$ cat src/hpf_pkg.sv
// Package for the handshake packet framer.
// Command format between front and back, back sequencer states, register map
// and fixed byte values. No dependencies.
package hpf_pkg;

  // Default clamp on the address length
  localparam int DefMaxAddressBytes = 255;

  // Command queue depth (power of two)
  localparam int QueueDepth = 4;
  localparam int QueuePtrW  = $clog2(QueueDepth);

  // APB register map (word index = paddr[3:2])
  localparam int PaddrW = 4;
  localparam logic [1:0] REG_PROTOCOL_VERSION = 2'd0;
  localparam logic [1:0] REG_SERVER_PORT      = 2'd1;
  localparam logic [1:0] REG_APPEND_STATUS    = 2'd2;

  localparam logic [31:0] PROTOCOL_VERSION_RST = 32'd754;

  // Fixed packet bytes
  localparam logic [7:0] PACKET_ID_BYTE   = 8'h00;
  localparam logic [7:0] NEXT_STATE_BYTE  = 8'h01;
  localparam logic [7:0] STATUS_ID_BYTE   = 8'h01;
  localparam logic [7:0] STATUS_TAIL_BYTE = 8'h00;

  typedef enum logic {
    CMD_HEADER,
    CMD_ADDR
  } cmd_kind_e;

  // header: data = address length, payload = varint length prefix value
  // addr:   data = address byte
  // trailer set when the port/next-state trailer follows this command
  typedef struct packed {
    cmd_kind_e   kind;
    logic        trailer;
    logic [7:0]  data;
    logic [8:0]  payload;
  } hpf_cmd_t;

  typedef enum logic [3:0] {
    B_FETCH,
    B_PAYLEN,
    B_ID,
    B_VER,
    B_ALEN,
    B_PORT_HI,
    B_PORT_LO,
    B_NSTATE,
    B_STAT1,
    B_STAT0
  } back_state_e;

endpackage

$ cat src/handshake_packet_framer.sv
// Handshake packet framer top level: APB register block, front end, command
// queue and byte sequencer. Uses hpf_pkg, hpf_front, hpf_cmd_fifo, hpf_back.
//
// Turns a stream of requests (a first request carrying the address length,
// then one request per address byte) into a length-prefixed handshake packet,
// one byte per output request. Address bytes pass at one per cycle unless
// stalled. A first request expands into a fetch step plus 4 to 10 header bytes,
// and the last address byte (or an empty-address first request) adds a 3-byte
// trailer, 5 bytes with the status request appended. The back sequencer emits
// one byte per cycle unless stalled and sets the rate; a 4-entry command queue
// lets the input keep accepting while a burst drains. Address requests with no
// open packet are dropped. Write registers only while the block is idle.
module handshake_packet_framer
  import hpf_pkg::*;
#(
  parameter int MAX_ADDRESS_BYTES = DefMaxAddressBytes
) (
  input  logic              clk_i,
  input  logic              rst_ni,
  input  logic              psel,
  input  logic              penable,
  input  logic              pwrite,
  input  logic [PaddrW-1:0] paddr,
  input  logic [31:0]       pwdata,
  output logic [31:0]       prdata,
  output logic              pready,
  input  logic              in_valid_i,
  output logic              in_stall_o,
  input  logic              first_of_packet_i,
  input  logic [7:0]        address_length_i,
  input  logic [7:0]        address_byte_i,
  output logic              out_valid_o,
  input  logic              out_stall_i,
  output logic [7:0]        packet_byte_o,
  output logic              last_of_run_o,
  output logic              end_of_packet_o
);

  logic [31:0] protocol_version_q;
  logic [15:0] server_port_q;
  logic        append_status_q;
  logic        wr_en;
  logic [1:0]  reg_idx;

  logic     push, full, pop, empty;
  hpf_cmd_t push_cmd, head_cmd;

  assign pready  = 1'b1;
  assign reg_idx = paddr[3:2];
  assign wr_en   = psel && penable && pwrite;

  always_ff @(posedge clk_i or negedge rst_ni) begin
    if (!rst_ni) begin
      protocol_version_q <= PROTOCOL_VERSION_RST;
      server_port_q      <= 16'd0;
      append_status_q    <= 1'b0;
    end else if (wr_en) begin
      unique case (reg_idx)
        REG_PROTOCOL_VERSION: protocol_version_q <= pwdata;
        REG_SERVER_PORT:      server_port_q      <= pwdata[15:0];
        REG_APPEND_STATUS:    append_status_q    <= pwdata[0];
        default: ;
      endcase
    end
  end

  always_comb begin
    unique case (reg_idx)
      REG_PROTOCOL_VERSION: prdata = protocol_version_q;
      REG_SERVER_PORT:      prdata = {16'd0, server_port_q};
      REG_APPEND_STATUS:    prdata = {31'd0, append_status_q};
      default:              prdata = 32'd0;
    endcase
  end

  hpf_front #(
    .MAX_ADDRESS_BYTES(MAX_ADDRESS_BYTES)
  ) u_front (
    .clk_i              (clk_i),
    .rst_ni             (rst_ni),
    .in_valid_i         (in_valid_i),
    .in_stall_o         (in_stall_o),
    .first_of_packet_i  (first_of_packet_i),
    .address_length_i   (address_length_i),
    .address_byte_i     (address_byte_i),
    .protocol_version_i (protocol_version_q),
    .queue_full_i       (full),
    .push_o             (push),
    .cmd_o              (push_cmd)
  );

  hpf_cmd_fifo u_queue (
    .clk_i       (clk_i),
    .rst_ni      (rst_ni),
    .push_i      (push),
    .push_data_i (push_cmd),
    .full_o      (full),
    .pop_i       (pop),
    .empty_o     (empty),
    .head_o      (head_cmd)
  );

  hpf_back u_back (
    .clk_i              (clk_i),
    .rst_ni             (rst_ni),
    .empty_i            (empty),
    .head_i             (head_cmd),
    .pop_o              (pop),
    .protocol_version_i (protocol_version_q),
    .server_port_i      (server_port_q),
    .append_status_i    (append_status_q),
    .out_valid_o        (out_valid_o),
    .out_stall_i        (out_stall_i),
    .packet_byte_o      (packet_byte_o),
    .last_of_run_o      (last_of_run_o),
    .end_of_packet_o    (end_of_packet_o)
  );

endmodule

$ cat src/hpf_front.sv
// Front end of the framer: accepts input requests, tracks the open packet and
// turns each request into a header or address command. Uses hpf_pkg.
module hpf_front
  import hpf_pkg::*;
#(
  parameter int MAX_ADDRESS_BYTES = DefMaxAddressBytes
) (
  input  logic        clk_i,
  input  logic        rst_ni,
  input  logic        in_valid_i,
  output logic        in_stall_o,
  input  logic        first_of_packet_i,
  input  logic [7:0]  address_length_i,
  input  logic [7:0]  address_byte_i,
  input  logic [31:0] protocol_version_i,
  input  logic        queue_full_i,
  output logic        push_o,
  output hpf_cmd_t    cmd_o
);

  localparam logic [7:0] MaxLen =
    (MAX_ADDRESS_BYTES > 255) ? 8'd255 : 8'(MAX_ADDRESS_BYTES);

  logic       open_q, open_d;
  logic [7:0] left_q, left_d;
  logic       accept;
  logic [7:0] len;
  logic [8:0] payload;

  function automatic logic [2:0] varint_len(input logic [31:0] v);
    logic [2:0] n;
    if (|v[31:28])      n = 3'd5;
    else if (|v[27:21]) n = 3'd4;
    else if (|v[20:14]) n = 3'd3;
    else if (|v[13:7])  n = 3'd2;
    else                n = 3'd1;
    return n;
  endfunction

  assign in_stall_o = queue_full_i;
  assign accept     = in_valid_i && !queue_full_i;

  assign len = (address_length_i > MaxLen) ? MaxLen : address_length_i;
  // id byte + version + length varint + address + port(2) + next state
  assign payload = 9'(len) + 9'(varint_len(protocol_version_i))
                 + 9'(varint_len({24'd0, len})) + 9'd4;

  always_comb begin
    open_d        = open_q;
    left_d        = left_q;
    push_o        = 1'b0;
    cmd_o.kind    = CMD_ADDR;
    cmd_o.trailer = 1'b0;
    cmd_o.data    = address_byte_i;
    cmd_o.payload = '0;
    if (first_of_packet_i) begin
      cmd_o.kind    = CMD_HEADER;
      cmd_o.data    = len;
      cmd_o.payload = payload;
      cmd_o.trailer = (len == 8'd0);
      push_o        = accept;
      if (accept) begin
        open_d = (len != 8'd0);
        left_d = len;
      end
    end else if (open_q) begin
      cmd_o.trailer = (left_q == 8'd1);
      push_o        = accept;
      if (accept) begin
        left_d = left_q - 8'd1;
        open_d = (left_q != 8'd1);
      end
    end
    // address request with no open packet is dropped
  end

  always_ff @(posedge clk_i or negedge rst_ni) begin
    if (!rst_ni) begin
      open_q <= 1'b0;
      left_q <= 8'd0;
    end else begin
      open_q <= open_d;
      left_q <= left_d;
    end
  end

endmodule

$ cat src/hpf_cmd_fifo.sv
// Short command queue between front and back of the framer.
// Depth from hpf_pkg; one push and one pop per cycle.
module hpf_cmd_fifo
  import hpf_pkg::*;
(
  input  logic     clk_i,
  input  logic     rst_ni,
  input  logic     push_i,
  input  hpf_cmd_t push_data_i,
  output logic     full_o,
  input  logic     pop_i,
  output logic     empty_o,
  output hpf_cmd_t head_o
);

  hpf_cmd_t               mem_q [QueueDepth];
  logic [QueuePtrW-1:0]   wr_q, rd_q;
  logic [QueuePtrW:0]     cnt_q;
  logic                   do_push, do_pop;

  assign full_o  = (cnt_q == (QueuePtrW+1)'(QueueDepth));
  assign empty_o = (cnt_q == '0);
  assign head_o  = mem_q[rd_q];
  assign do_push = push_i && !full_o;
  assign do_pop  = pop_i && !empty_o;

  always_ff @(posedge clk_i) begin
    if (do_push) begin
      mem_q[wr_q] <= push_data_i;
    end
  end

  always_ff @(posedge clk_i or negedge rst_ni) begin
    if (!rst_ni) begin
      wr_q  <= '0;
      rd_q  <= '0;
      cnt_q <= '0;
    end else begin
      if (do_push) wr_q <= wr_q + 1'b1;
      if (do_pop)  rd_q <= rd_q + 1'b1;
      if (do_push && !do_pop)      cnt_q <= cnt_q + 1'b1;
      else if (do_pop && !do_push) cnt_q <= cnt_q - 1'b1;
    end
  end

endmodule

$ cat src/hpf_back.sv
// Back end of the framer: byte sequencer that expands queued commands into
// the packet byte stream, with a registered output stage. Uses hpf_pkg.
module hpf_back
  import hpf_pkg::*;
(
  input  logic        clk_i,
  input  logic        rst_ni,
  input  logic        empty_i,
  input  hpf_cmd_t    head_i,
  output logic        pop_o,
  input  logic [31:0] protocol_version_i,
  input  logic [15:0] server_port_i,
  input  logic        append_status_i,
  output logic        out_valid_o,
  input  logic        out_stall_i,
  output logic [7:0]  packet_byte_o,
  output logic        last_of_run_o,
  output logic        end_of_packet_o
);

  back_state_e state_q, state_d;
  logic [31:0] vr_q, vr_d;
  logic [7:0]  len_q, len_d;
  logic        trl_q, trl_d;
  logic        out_valid_q;
  logic [7:0]  byte_q;
  logic        last_q, eop_q;

  logic        load;
  logic        emit, last, eop;
  logic [7:0]  byte_d;
  logic        vr_more;
  logic [7:0]  vr_byte;

  assign load    = !out_valid_q || !out_stall_i;
  assign vr_more = |vr_q[31:7];
  assign vr_byte = {vr_more, vr_q[6:0]};

  always_comb begin
    state_d = state_q;
    vr_d    = vr_q;
    len_d   = len_q;
    trl_d   = trl_q;
    pop_o   = 1'b0;
    emit    = 1'b0;
    byte_d  = 8'd0;
    last    = 1'b0;
    eop     = 1'b0;
    if (load) begin
      unique case (state_q)
        B_FETCH: begin
          if (!empty_i) begin
            pop_o = 1'b1;
            if (head_i.kind == CMD_HEADER) begin
              vr_d    = 32'(head_i.payload);
              len_d   = head_i.data;
              trl_d   = head_i.trailer;
              state_d = B_PAYLEN;
            end else begin
              emit   = 1'b1;
              byte_d = head_i.data;
              if (head_i.trailer) state_d = B_PORT_HI;
              else                last    = 1'b1;
            end
          end
        end
        B_PAYLEN: begin
          emit   = 1'b1;
          byte_d = vr_byte;
          vr_d   = vr_q >> 7;
          if (!vr_more) state_d = B_ID;
        end
        B_ID: begin
          emit    = 1'b1;
          byte_d  = PACKET_ID_BYTE;
          vr_d    = protocol_version_i;
          state_d = B_VER;
        end
        B_VER: begin
          emit   = 1'b1;
          byte_d = vr_byte;
          vr_d   = vr_q >> 7;
          if (!vr_more) begin
            vr_d    = 32'(len_q);
            state_d = B_ALEN;
          end
        end
        B_ALEN: begin
          emit   = 1'b1;
          byte_d = vr_byte;
          vr_d   = vr_q >> 7;
          if (!vr_more) begin
            if (trl_q) begin
              state_d = B_PORT_HI;
            end else begin
              last    = 1'b1;
              state_d = B_FETCH;
            end
          end
        end
        B_PORT_HI: begin
          emit    = 1'b1;
          byte_d  = server_port_i[15:8];
          state_d = B_PORT_LO;
        end
        B_PORT_LO: begin
          emit    = 1'b1;
          byte_d  = server_port_i[7:0];
          state_d = B_NSTATE;
        end
        B_NSTATE: begin
          emit   = 1'b1;
          byte_d = NEXT_STATE_BYTE;
          if (append_status_i) begin
            state_d = B_STAT1;
          end else begin
            last    = 1'b1;
            eop     = 1'b1;
            state_d = B_FETCH;
          end
        end
        B_STAT1: begin
          emit    = 1'b1;
          byte_d  = STATUS_ID_BYTE;
          state_d = B_STAT0;
        end
        B_STAT0: begin
          emit    = 1'b1;
          byte_d  = STATUS_TAIL_BYTE;
          last    = 1'b1;
          eop     = 1'b1;
          state_d = B_FETCH;
        end
        default: state_d = B_FETCH;
      endcase
    end
  end

  always_ff @(posedge clk_i or negedge rst_ni) begin
    if (!rst_ni) begin
      state_q     <= B_FETCH;
      out_valid_q <= 1'b0;
    end else begin
      state_q <= state_d;
      if (load) out_valid_q <= emit;
    end
  end

  always_ff @(posedge clk_i) begin
    vr_q  <= vr_d;
    len_q <= len_d;
    trl_q <= trl_d;
    if (load && emit) begin
      byte_q <= byte_d;
      last_q <= last;
      eop_q  <= eop;
    end
  end

  assign out_valid_o     = out_valid_q;
  assign packet_byte_o   = byte_q;
  assign last_of_run_o   = last_q;
  assign end_of_packet_o = eop_q;

endmodule

$ cat config.mk
export PLATFORM = sky130hd
export DESIGN_NAME = handshake_packet_framer
export DESIGN_NICKNAME = d
export VERILOG_FILES = /design/src/hpf_pkg.sv /design/src/handshake_packet_framer.sv /design/src/hpf_front.sv /design/src/hpf_cmd_fifo.sv /design/src/hpf_back.sv
export SDC_FILE = /design/constraint.sdc
export NUM_CORES = 1
export LEC_CHECK = 0
export BUFFER_PORTS_ARGS = -buffer_cell sky130_fd_sc_hd__clkbuf_2
export CAP_MARGIN = 40
export CELL_PAD_IN_SITES_DETAIL_PLACEMENT = 0
export CELL_PAD_IN_SITES_GLOBAL_PLACEMENT = 2
export CORE_MARGIN = 2
export CORE_UTILIZATION = 44
export DETAILED_ROUTE_END_ITERATION = 16
export HOLD_SLACK_MARGIN = 0.02
export PLACE_DENSITY_LB_ADDON = 0.1
export RECOVER_POWER = 100
export SLEW_MARGIN = 20
export SYNTH_ARGS = -nofsm -noshare
export SYNTH_HDL_FRONTEND = slang
export SYNTH_HIERARCHICAL = 1
export SYNTH_SLANG_ARGS = --single-unit
export TNS_END_PERCENT = 30
$ cat constraint.sdc
create_clock -name clk_i -period 18.4 [get_ports clk_i]
set_clock_uncertainty 0.05 [all_clocks]
set_input_delay 1.84 -clock clk_i [delete_from_list [all_inputs] [get_ports clk_i]]
set_output_delay 1.84 -clock clk_i [all_outputs]
set_load 0.02 [all_outputs]
==> impl_results.md, run 1 <==
- Status: finished, violations left
- CTS root buffer: clkbuf_16
- Core ar.: roughly 0.021 mm²
- Die width: ~150 µm
- Psw: about 0.0006 W
- Type of origin of the critical path: input pin
- Static leakage: between 4 and 5 nW
- FMAX: ~0.17 GHz
- Arrival @ worst endpoint: 3.93 ns
- PortBufs: around 100
- Remaining DRCs: 0
- Row Count: 53
- VDD IR max: 0.0722 mV
- Diode count: 0
- Sequential area share after synthesis: 59.1%
- Worst Hold Depth: 1
- Mapped Area: 0.00944 mm²
- Area growth syn-to-layout: 12.7%
- Syn Area/Cell: 13.5 µm²
- Worst slew pin tran: between 3 and 4 ns
- Congestion Overflow GR: 0
- Antenna violations before repair: 0
- Clk_lat worst skew: approximately 0.43 ns
- Reg power frac: a little under half
- DR vias: about 6000
- Worst r2r path cells: 6
- Post-CTS setup repair buffer count: 0
- RR Startpoint: u_queue/rd_q[0]
- Pwr dens: between 150 and 200 mW/mm²
- Power Total: approximately 0.0016 W
- Post-DP HPWL: 15.7 mm
- Synth top area cells: edfxtp_1, dfrtp_1, mux2_2
- Cts repair resizes: 0
- Largest net degree at the start of global routing: 56
- Layout cell share with drive strength beyond 1: between 20% and 30%
- Total negative slack: 0 ns
- Min-Delay Startpoint: u_queue/cnt_q[2]
- Synth Flop Type: edfxtp_1
- TritonRoute pass-1 iters: 6
- Failing checks: capacitance limit, slew limit
- Layout Nets: between 800 and 900
- Reg clk slew, reported paths: around 0.07 ns
- Count of cell types in the netlist: between 70 and 80
- Switching part of the total power: between 30 and 40%
- Vias in the first global route: between 5000 and 6000
- Worst Hold Margin: around 0.45 ns
- Setup CP Type: in2out
- Worst hold path class: reg2reg
- Syn Nets: 776
- Final worst slack: 12.58 ns
- Worst setup EP type: output port
- Die H: 150 µm
- Clk sinks: 197
- Flop-to-flop setup slack: 13.57 ns
- Pre-CTS setup slack: 13.07 ns
- Post-synthesis sequential element count: around 200
- WHS Endpoint: u_queue/cnt_q[2]
- First-pass GRT wire length: around 34 mm
- Yosys warns: 6
- CTS Buffer Depth: 2
- Share of synthesized registers carrying an async set or reset: 35.5%
- Inserted Clock Buffers: 17
- CTS tree: done
- Post-synth EDFFs: roughly 130
- Gr usage total: around 20%
- Routability Congestion: between 0.8 and 0.9
- Max Cap Violations: 5
- Final wirelength: roughly 21 mm
- Antenna-violating nets left: 0
- CTS H-tree depth: 4
- Slew headroom: -103%
- Routed WL per cell: around 20 µm
- Total die area: 0.0226 mm²
- Hold Vio Cnt, Final: 0
- Worst r2r dst: u_back/vr_q[13]
- Pins Over Slew Limit: around 140
- Ports: roughly 110
- Starting density of the core: around 45%
- Int Pwr: between 0.001 and 0.0015 W
- Vias per cell: between 5 and 6
- CP max FO: 21
- Tmin final: a little under 6 ns
- Top cell type's share of synthesized area: roughly two fifths
- Synth area leader: edfxtp_1
- Comb power frac: 32.5%
- Period utilization: 31.6%
- DRT iter0 DRCs: 405
- Unrepaired setup endpoints after global routing: no
- # hold bufs at CTS: 0
- Power share of the clock group: roughly 22%
- Worst path required time: roughly 17 ns
- Setup-failing EPs final: 0
- Post-Syn Instances: around 700
==> registers in the layout, summed over array words and instances (netlist names) <==
register                flops
append_status_q             1
protocol_version_q         32
server_port_q              16
u_back/end_of_packet_o      1
u_back/last_of_run_o        1
u_back/len_q                8
u_back/out_valid_o          1
u_back/packet_byte_o        8
u_back/state_q              4
u_back/trl_q                1
u_back/vr_q                32
u_front/left_q              8
u_front/open_q              1
u_queue/cnt_q               3
u_queue/mem_q              76
u_queue/rd_q                2
u_queue/wr_q                2
==> power by group through the flow <==
stage	sequential (W)	clock [W]	combinational, W
floorplan	0.000719	0	0.000416
global placement	0.000747	0	0.000539
detailed placement	0.000752	0	0.000559
CTS	0.000743	0.000373	0.000561
global route	0.000760	0.000390	0.000589
finish	0.000743	0.000363	0.000532
==> stage by stage <==
stage	cell area, µm²	instances	utilization, %
global placement	10100	1045	48.2
global route	10600	1086	50.6
floorplan	9440	701	-
detailed placement	10200	1053	48.7
finish	10600	1086	50.6
CTS	10800	1085	51.5
==> kinds of logic (layout without fill, tap and decap cells) <==
logic type	after synthesis	after routing	synth area share (%)
AO/OA/AOI/OAI	112	112	8.83
XOR/XNOR	11	11	1.02
adder cells (fa/ha/maj)	15	15	2.31
flip-flops	197	197	59.1
AND/OR/NAND/NOR	204	204	11.7
buffers and inverters	64	174	3.34
multiplexers	97	97	13.7
other	1	1	0.0397
==> cells in the final DEF, fill, tap and decap left out, types with 23 or more instances in the layout <==
master and count:
a22o_1 24, and2_0 23, clkbuf_1 44, clkbuf_2 69
dfrtp_1 64, edfxtp_1 127, inv_1 25, mux2_2 51
nand2_1 36, nor2_1 65
==> worst max path at each step <==
stage / startpoint / end
floorplan: out_stall_i / u_back/vr_q[0]
global placement: paddr[2] / prdata[19]
detailed placement: paddr[2] / prdata[24]
CTS: paddr[2] / prdata[24]
global route: paddr[2] / prdata[25]
finish: paddr[2] / prdata[24]
==> critical path, stage by stage <==
cell and delay [ns]:
clkbuf_1 1.06, nor2_1 0.52, and2_0 0.33, clkbuf_2 0.16
==> cells in the mapped netlist (2+ instances only) <==
library cell	instances
edfxtp_1	127
and3_1	9
o211ai_1	2
buf_2	9
mux2_4	3
nand3b_1	2
o32ai_1	3
a221o_1	2
clkbuf_1	15
xor2_1	2
nand2b_1	11
nand4_1	2
buf_4	9
inv_1	24
mux2_1	2
buf_1	2
nor3_1	10
a22oi_1	7
or3_1	2
xnor2_1	9
nand3_1	2
a222oi_1	6
mux4_2	19
o21a_1	2
a21oi_1	19
nor3b_2	2
o21ai_0	20
and2_1	24
buf_6	4
nand2_1	36
a311oi_1	2
mux2_2	56
a31oi_1	6
ha_1	11
a22o_1	24
nor4_1	12
nor2b_1	10
mux2i_1	17
nor2_1	64
fa_1	4
a211oi_1	2
a41oi_1	2
dfrtp_1	64
dfstp_2	6
==> metal layers <==
metal | vias up | GRT usage (%) | wire (µm)
li1 | 2827 | - | -
met1 | 3068 | 27.7 | 9720
met2 | 123 | 32.0 | 10700
met3 | 22 | 3.45 | 710
met4 | 0 | 5.94 | 328
met5 | - | 0 | 0
==> final cells by class <==
cell class,instances,area (µm²)
well taps,275,344
inverters,25,93.8
fillers,1878,10400
multi-input cells,440,3500
clock inverters,13,108
clock buffers,19,475
flip-flops and latches,197,5570
repair buffers,117,538
Note: power is estimated with default switching activity, not from simulation.
==> run 2: changes to the inputs <==
Settings changed: CORE_UTILIZATION 44 to 37.
Clock period 18.4 ns to 5.2 ns, I/O delays scaled along.
==> run 2 against run 1 <==
  * The flow still finishes with violations (capacitance limit, slew limit)
  * Combinational power rose to 3.6 times the previous value
  * Final cell count is 5.2% higher
  * Register-to-register slack got worse by 12 ns
  * Total power rose to 3.6 times the previous value
  * Sequential share of layout area shrank 0.86 points
  * Global-route usage is 2.3 points lower
  * Critical path type is now in2reg
  * Largest power group unchanged
==> impl_results.md, run 2 (synthesis gave the netlist of run 1 again) <==
- Status: finished, violations left
- Failing checks: capacitance limit, slew limit
- Type of origin of the critical path: input pin
- Die H: 164 µm
- Largest regs: u_queue/mem_q x76, protocol_version_q x32, u_back/vr_q x32
- # placed instances: roughly 1100
- TritonRoute pass-1 iters: 6
- Final std cells w/o fill: between 1000 and 1500
- Most flops, register: u_queue/mem_q
- Vias in the first global route: 6297
- Max Cap Violations: 3
- Final Instance Area: about 0.011 mm²
- CP max FO: 29
- Area growth syn-to-layout: 14.6%
- Crit-path cells: clkbuf_1 -> o21ai_0 -> inv_1 -> nor2b_1 -> and2_0 -> clkbuf_1
- First-pass GRT wire length: ~36 mm
- Starting density of the core: 37.6%
- Slew headroom: -26.0%
- Diode count: 0
- Congestion Overflow GR: 0
- RR Startpoint: u_queue/rd_q[0]
- CP Depth: 6
- WHS Endpoint: protocol_version_q[28]
- Most frequent cells in the layout: edfxtp_1, clkbuf_2, nor2_1, dfrtp_1, mux2_2
- Antenna violations before repair: 0
- Inserted Clock Buffers: 17
- Post-CTS setup repair buffer count: 0
- Routability Congestion: 0.792
- Static leakage: 4.09 nW
- Commonest non-fill, non-tap cell in the layout: edfxtp_1
- Crit path buffers/inverters: 3
- CTS tree: done
- Worst path max stage delay: just under 0.9 ns
- Clk_lat worst skew: about 0.44 ns
- Post-DP HPWL: 16.7 mm
- Reg clk slew, reported paths: 0.08 ns
- Crit-path leading delay family: buffers and inverters
- Hold Vio Cnt, Final: 0
- CTS root buffer: clkbuf_16
- Worst r2r path cells: 6
- Worst setup EP type: register
- Vias per cell: approximately 5.2
- Worst path required time: about 5.2 ns
- Worst r2r dst: u_back/vr_q[21]
- Setup CP Type: in2reg
- CTS Buffer Depth: 2
- Routed WL per cell: roughly 20 µm
- Total negative slack: 0 ns
- CP dominant cell by count: clkbuf_1
- PortBufs: 101
- Total die area: 0.0268 mm²
- Worst slew pin tran: approximately 1.9 ns
- Ports: about 110
- Antenna-violating nets left: 0
- DRT iter0 DRCs: 302
- Row Count: 58
- Unrepaired setup endpoints after global routing: no
- Clk sinks: 197
- Pwr dens: approximately 550 mW/mm²
- Layout Nets: 874
- Largest net degree at the start of global routing: 52
- Max FFs per register: 76
- Die width: between 150 and 200 µm
- Final wirelength: about 23 mm
- CTS H-tree depth: 4
- Setup-failing EPs final: 0
- Remaining DRCs: 0
- Pins Over Slew Limit: 77
- Period utilization: roughly 79%
- Worst hold path class: in2reg
- Min-Delay Startpoint: pwdata[28]
- Arrival @ worst endpoint: 4.10 ns
- CP max-delay cell: clkbuf_1
- Placed Area: a little over 0.01 mm²
- Flop-to-flop setup slack: between 1 and 1.5 ns
- Gr usage total: between 15 and 20%
- Core ar.: approximately 0.025 mm²
- Layout cell share with drive strength beyond 1: between 20% and 30%
- DR vias: 5986
- VDD IR max: around 0.19 mV
- Worst Hold Depth: 2
- FMAX: 0.244 GHz
- Tmin final: roughly 4 ns
==> run 2: changes by cell type in the layout (fill, tap and decap cells not counted), sizes merged <==
cell / change
clkinvlp: -1
buf: +1
inv: -1
clkbuf: -1
bufinv: +2
dlygate4sd3: +1
==> run 2: final cells by class <==
cell class                      instances  area (µm²)
Clock buffer                           19         453
Sequential cell                       197        5570
Fill cell                            2404       14300
Clock inverter                         13         184
Inverter                               25        93.8
Timing Repair Buffer                  118         579
Tap cell                              330         413
Multi-Input combinational cell        440        3520
==> run 2: timing repair <==
action,4_1_cts,5_1_grt
resized for setup,0,0
hold buffers,1,0
hold endpoints to repair,8,0
==> run 2: power by group <==
group          total, W  switching (W)  leakage [nW]  internal [W]
combinational   0.00193        0.00113          1.76      0.000800
sequential      0.00262       0.000365          2.03       0.00225
clock           0.00140       0.000635         0.312      0.000763
total           0.00595        0.00213          4.09       0.00381
==> run 2: how the worst max path moves through the flow <==
stage	start	endpoint
after floorplan	u_queue/rd_q[0]	u_back/vr_q[0]
after global placement	protocol_version_q[23]	u_queue/mem_q[0][7]
after detailed placement	protocol_version_q[23]	u_queue/mem_q[3][7]
after CTS	protocol_version_q[23]	u_queue/mem_q[0][7]
after global routing	u_queue/rd_q[0]	u_back/vr_q[14]
final	first_of_packet_i	u_queue/mem_q[1][1]
==> run 2: layer usage <==
layer  wire length [µm]  global-route usage (%)
met1              10300                    23.4
met2              11700                    30.5
met3                604                    2.85
met4                128                    3.87
met5                  0                       0
==> run 2: metrics by stage <==
step | power [W] | util, % | hold slack (ns) | worst slack (ns)
global placement | 0.00461 | 40.7 | 0.415 | 1.68
floorplan | 0.00401 | - | 0.174 | 1.25
CTS | 0.00611 | 43.7 | 0.227 | 1.59
global route | 0.00632 | 43.1 | 0.244 | 0.730
finish | 0.00595 | 43.1 | 0.248 | 1.10
detailed placement | 0.00469 | 41.1 | 0.436 | 1.64
==> run 3: changes to the inputs <==
Settings changed: ABC_AREA from default to 1, CORE_UTILIZATION 37 to 36.
Clock period 5.2 ns to 3.8 ns, I/O delays scaled along.
==> run 3 against run 2 <==
  * The run still ends with capacitance limit, slew limit left
  * Area after synthesis increased by 6.6%
  * Global-route usage grew 2.1 points
  * Setup slack lost 0.65 ns
  * Utilization shrank 2.0 points
  * Via count increased by 26%
  * Critical endpoint is now u_queue/mem_q[3][7]
  * Clock power rose by 36%
  * Wire length increased by 20%
  * Critical path type is now reg2reg
==> impl_results.md, run 3 <==
- Starting density of the core: a little over a third
- Largest net degree at the start of global routing: between 60 and 70
- First-pass GRT wire length: 42.4 mm
- Total negative slack: 0 ns
- Worst Hold Margin: roughly 0.09 ns
- Worst path required time: 3.98 ns
- Ports: 105
- Commonest non-fill, non-tap cell in the layout: nand2_1
- Critical path origin: protocol_version_q[19]
- Multi-input gate area: 0.00357 mm²
- WHS Endpoint: protocol_version_q[20]
- Congestion Overflow GR: 0
- Switching part of the total power: slightly above 40%
- Synth Flop Type: edfxtp_1
- Synth top area cells: edfxtp_1, nand2_1, dfrtp_1
- Routability Congestion: ~0.81
- RR Startpoint: protocol_version_q[19]
- Final wirelength: around 27 mm
- CP dominant cell by count: nand2_1
- FMAX: 0.299 GHz
- Clk_lat worst skew: approximately 0.43 ns
- Worst Hold Depth: 3
- Inserted Clock Buffers: 17
- Core ar.: ~0.028 mm²
- Antenna-violating nets left: 0
- Power share of the clock group: approximately 23%
- Pre-CTS setup slack: 0.456 ns
- Cts repair resizes: 0
- Total die area: a little under 0.03 mm²
- Psw: ~0.0034 W
- Pwr dens: between 700 and 800 mW/mm²
- Crit-path cells: or2_2 -> nor3_1 -> nand4_1 -> nand2_1 -> fa_1 -> inv_1 -> ha_1 -> fa_1 -> nand2_1 -> a21oi_1 -> nand2_1 -> inv_1 -> nand2_1 -> a21oi_1
- Comb power frac: 35.9%
- Sequential area share after synthesis: between 50% and 60%
- Sequential cell area: between 0.005 and 0.006 mm²
- # hold bufs at CTS: 1
- Worst hold path class: in2reg
- Most frequent cell after synthesis: nand2_1
- Syn Area/Cell: 8.80 µm²
- Most frequent cells in the layout: nand2_1, inv_1, edfxtp_1, nor2_1, dfrtp_1
- Worst path max stage delay: roughly 0.41 ns
- Failing checks: capacitance limit, slew limit
- Placed Area: about 0.011 mm²
- Tmin final: 3.35 ns
- Unrepaired setup endpoints after global routing: no
- DRT iter0 DRCs: 486
- Top cell type's share of synthesized area: a little under two fifths
- Slew headroom: -5.50%
- PortBufs: 101
- CP max-delay cell: dfrtp_1
- Static leakage: around 5.2 nW
- Type of origin of the critical path: register
- Commonest cells in the synthesized netlist: nand2_1, inv_1, edfxtp_1, nor2_1, dfrtp_1
- Reg power frac: 41.5%
- Final worst slack: ~0.45 ns
- Crit-path leading delay family: simple AND/OR/NAND/NOR gates
- Worst setup EP type: register
- Worst r2r dst: u_queue/mem_q[3][7]
- Setup CP Type: reg2reg
- VDD IR max: 0.302 mV
- Number of fill cells in the layout: between 2000 and 3000
- CTS root buffer: clkbuf_16
- Post-Syn Instances: ~1100
- Status: finished, violations left
- CTS Buffer Depth: 2
- Syn Nets: roughly 1200
- Die width: about 170 µm
- Count of cell types in the netlist: 42
- Hold Vio Cnt, Final: 0
- Setup-failing EPs final: 0
- Layout Nets: approximately 1300
- CTS H-tree depth: 4
- Most flops, register: u_queue/mem_q
- Post-DP HPWL: ~20 mm
- Routed WL per cell: 16.7 µm
- Area growth syn-to-layout: 13.0%
- Synth area leader: edfxtp_1
- Pins Over Slew Limit: 18
- Row Count: 61
- Mapped Area: 0.0101 mm²
- TritonRoute pass-1 iters: 5
- Min-Delay Startpoint: pwdata[20]
- Post-synthesis sequential element count: a little under 200
- Reg clk slew, reported paths: 0.08 ns
- Period utilization: about nine tenths
- Worst slew pin tran: around 1.6 ns
- Diode count: 0
- Vias per cell: roughly 4.6
- Vias in the first global route: ~7300
- CTS tree: done
- Antenna violations before repair: 0
- Arrival @ worst endpoint: roughly 3.5 ns
- Remaining DRCs: 0
- Post-synth EDFFs: ~130
- Int Pwr: around 0.005 W
- Crit path buffers/inverters: 2
- Max FFs per register: between 70 and 80
- Post-CTS setup repair buffer count: 0
- Share of synthesized registers carrying an async set or reset: 35.5%
- CP max FO: 4
- Largest regs: u_queue/mem_q x76, protocol_version_q x32, u_back/vr_q x32
- Layout cell share with drive strength beyond 1: roughly 11%
- Flop-to-flop setup slack: 0.45 ns
- Max Cap Violations: 1
- Gr usage total: roughly a fifth
- Worst r2r path cells: 14
- DR vias: 7534
- Yosys warns: 6
- Die H: between 150 and 200 µm
- Final Instance Area: roughly 0.011 mm²
- Clk sinks: roughly 200
-- run 3: worst max-delay path by stage --
stage                          endpoint  slack (ns)  cells past startpoint
global placement    u_queue/mem_q[0][7]        0.55                     14
global route             u_back/vr_q[0]        0.09                      7
CTS                 u_queue/mem_q[3][7]        0.42                     14
finish              u_queue/mem_q[3][7]        0.45                     14
detailed placement  u_queue/mem_q[3][7]        0.46                     14
floorplan                u_back/vr_q[0]        0.77                      8
-- run 3: power by group through the flow --
stage          logic, W  registers [W]  clock network [W]
2_1_floorplan   0.00223        0.00351                  0
3_3_place_gp    0.00319        0.00354                  0
3_5_place_dp    0.00320        0.00354                  0
4_1_cts         0.00321        0.00350            0.00196
5_1_grt         0.00348        0.00358            0.00204
6_report        0.00302        0.00349            0.00191
-- run 3: layer usage --
metal	vias to the layer above	track usage [%]	share of wire (%)
met1	3516	28.9	50
li1	3837	-	-
met2	158	30.0	45
met3	23	3.22	4.0
met4	0	5.45	1.7
met5	-	0	0
-- run 3: per-stage QoR --
step	power [W]	utilization, %	std cells
after floorplan	0.00574	-	1143
after global placement	0.00673	39.4	1600
after detailed placement	0.00674	39.5	1601
after CTS	0.00867	41.8	1634
after global routing	0.00910	41.1	1634
final	0.00843	41.1	1634
-- run 3: cell families after synthesis --
family	Yosys count	synth area share, %
fa+ha+maj	15	2.17
simple gates	648	27.1
buf+inv	185	8.15
other cells	1	0.0373
compound gates	96	7.07
xor+xnor	1	0.0871
flops	197	55.4
-- run 3: layout make-up --
type | count | share of cell area (%)
Inverter | 152 | 5.05
Clock inverter | 15 | 1.81
Tap cell | 378 | 4.16
Multi-Input combinational cell | 761 | 31.4
Clock buffer | 17 | 3.75
Sequential cell | 197 | 49.1
Timing Repair Buffer | 114 | 4.75
-- run 3: worst register-to-register path, cell delays in order, from the launching register on --
cell and delay, ns:
dfrtp_1 0.41, or2_2 0.30, nor3_1 0.40, nand4_1 0.20, nand2_1 0.13, fa_1 0.41, inv_1 0.06, ha_1 0.22
fa_1 0.26, nand2_1 0.08, a21oi_1 0.17, nand2_1 0.09, inv_1 0.07, nand2_1 0.05, a21oi_1 0.24
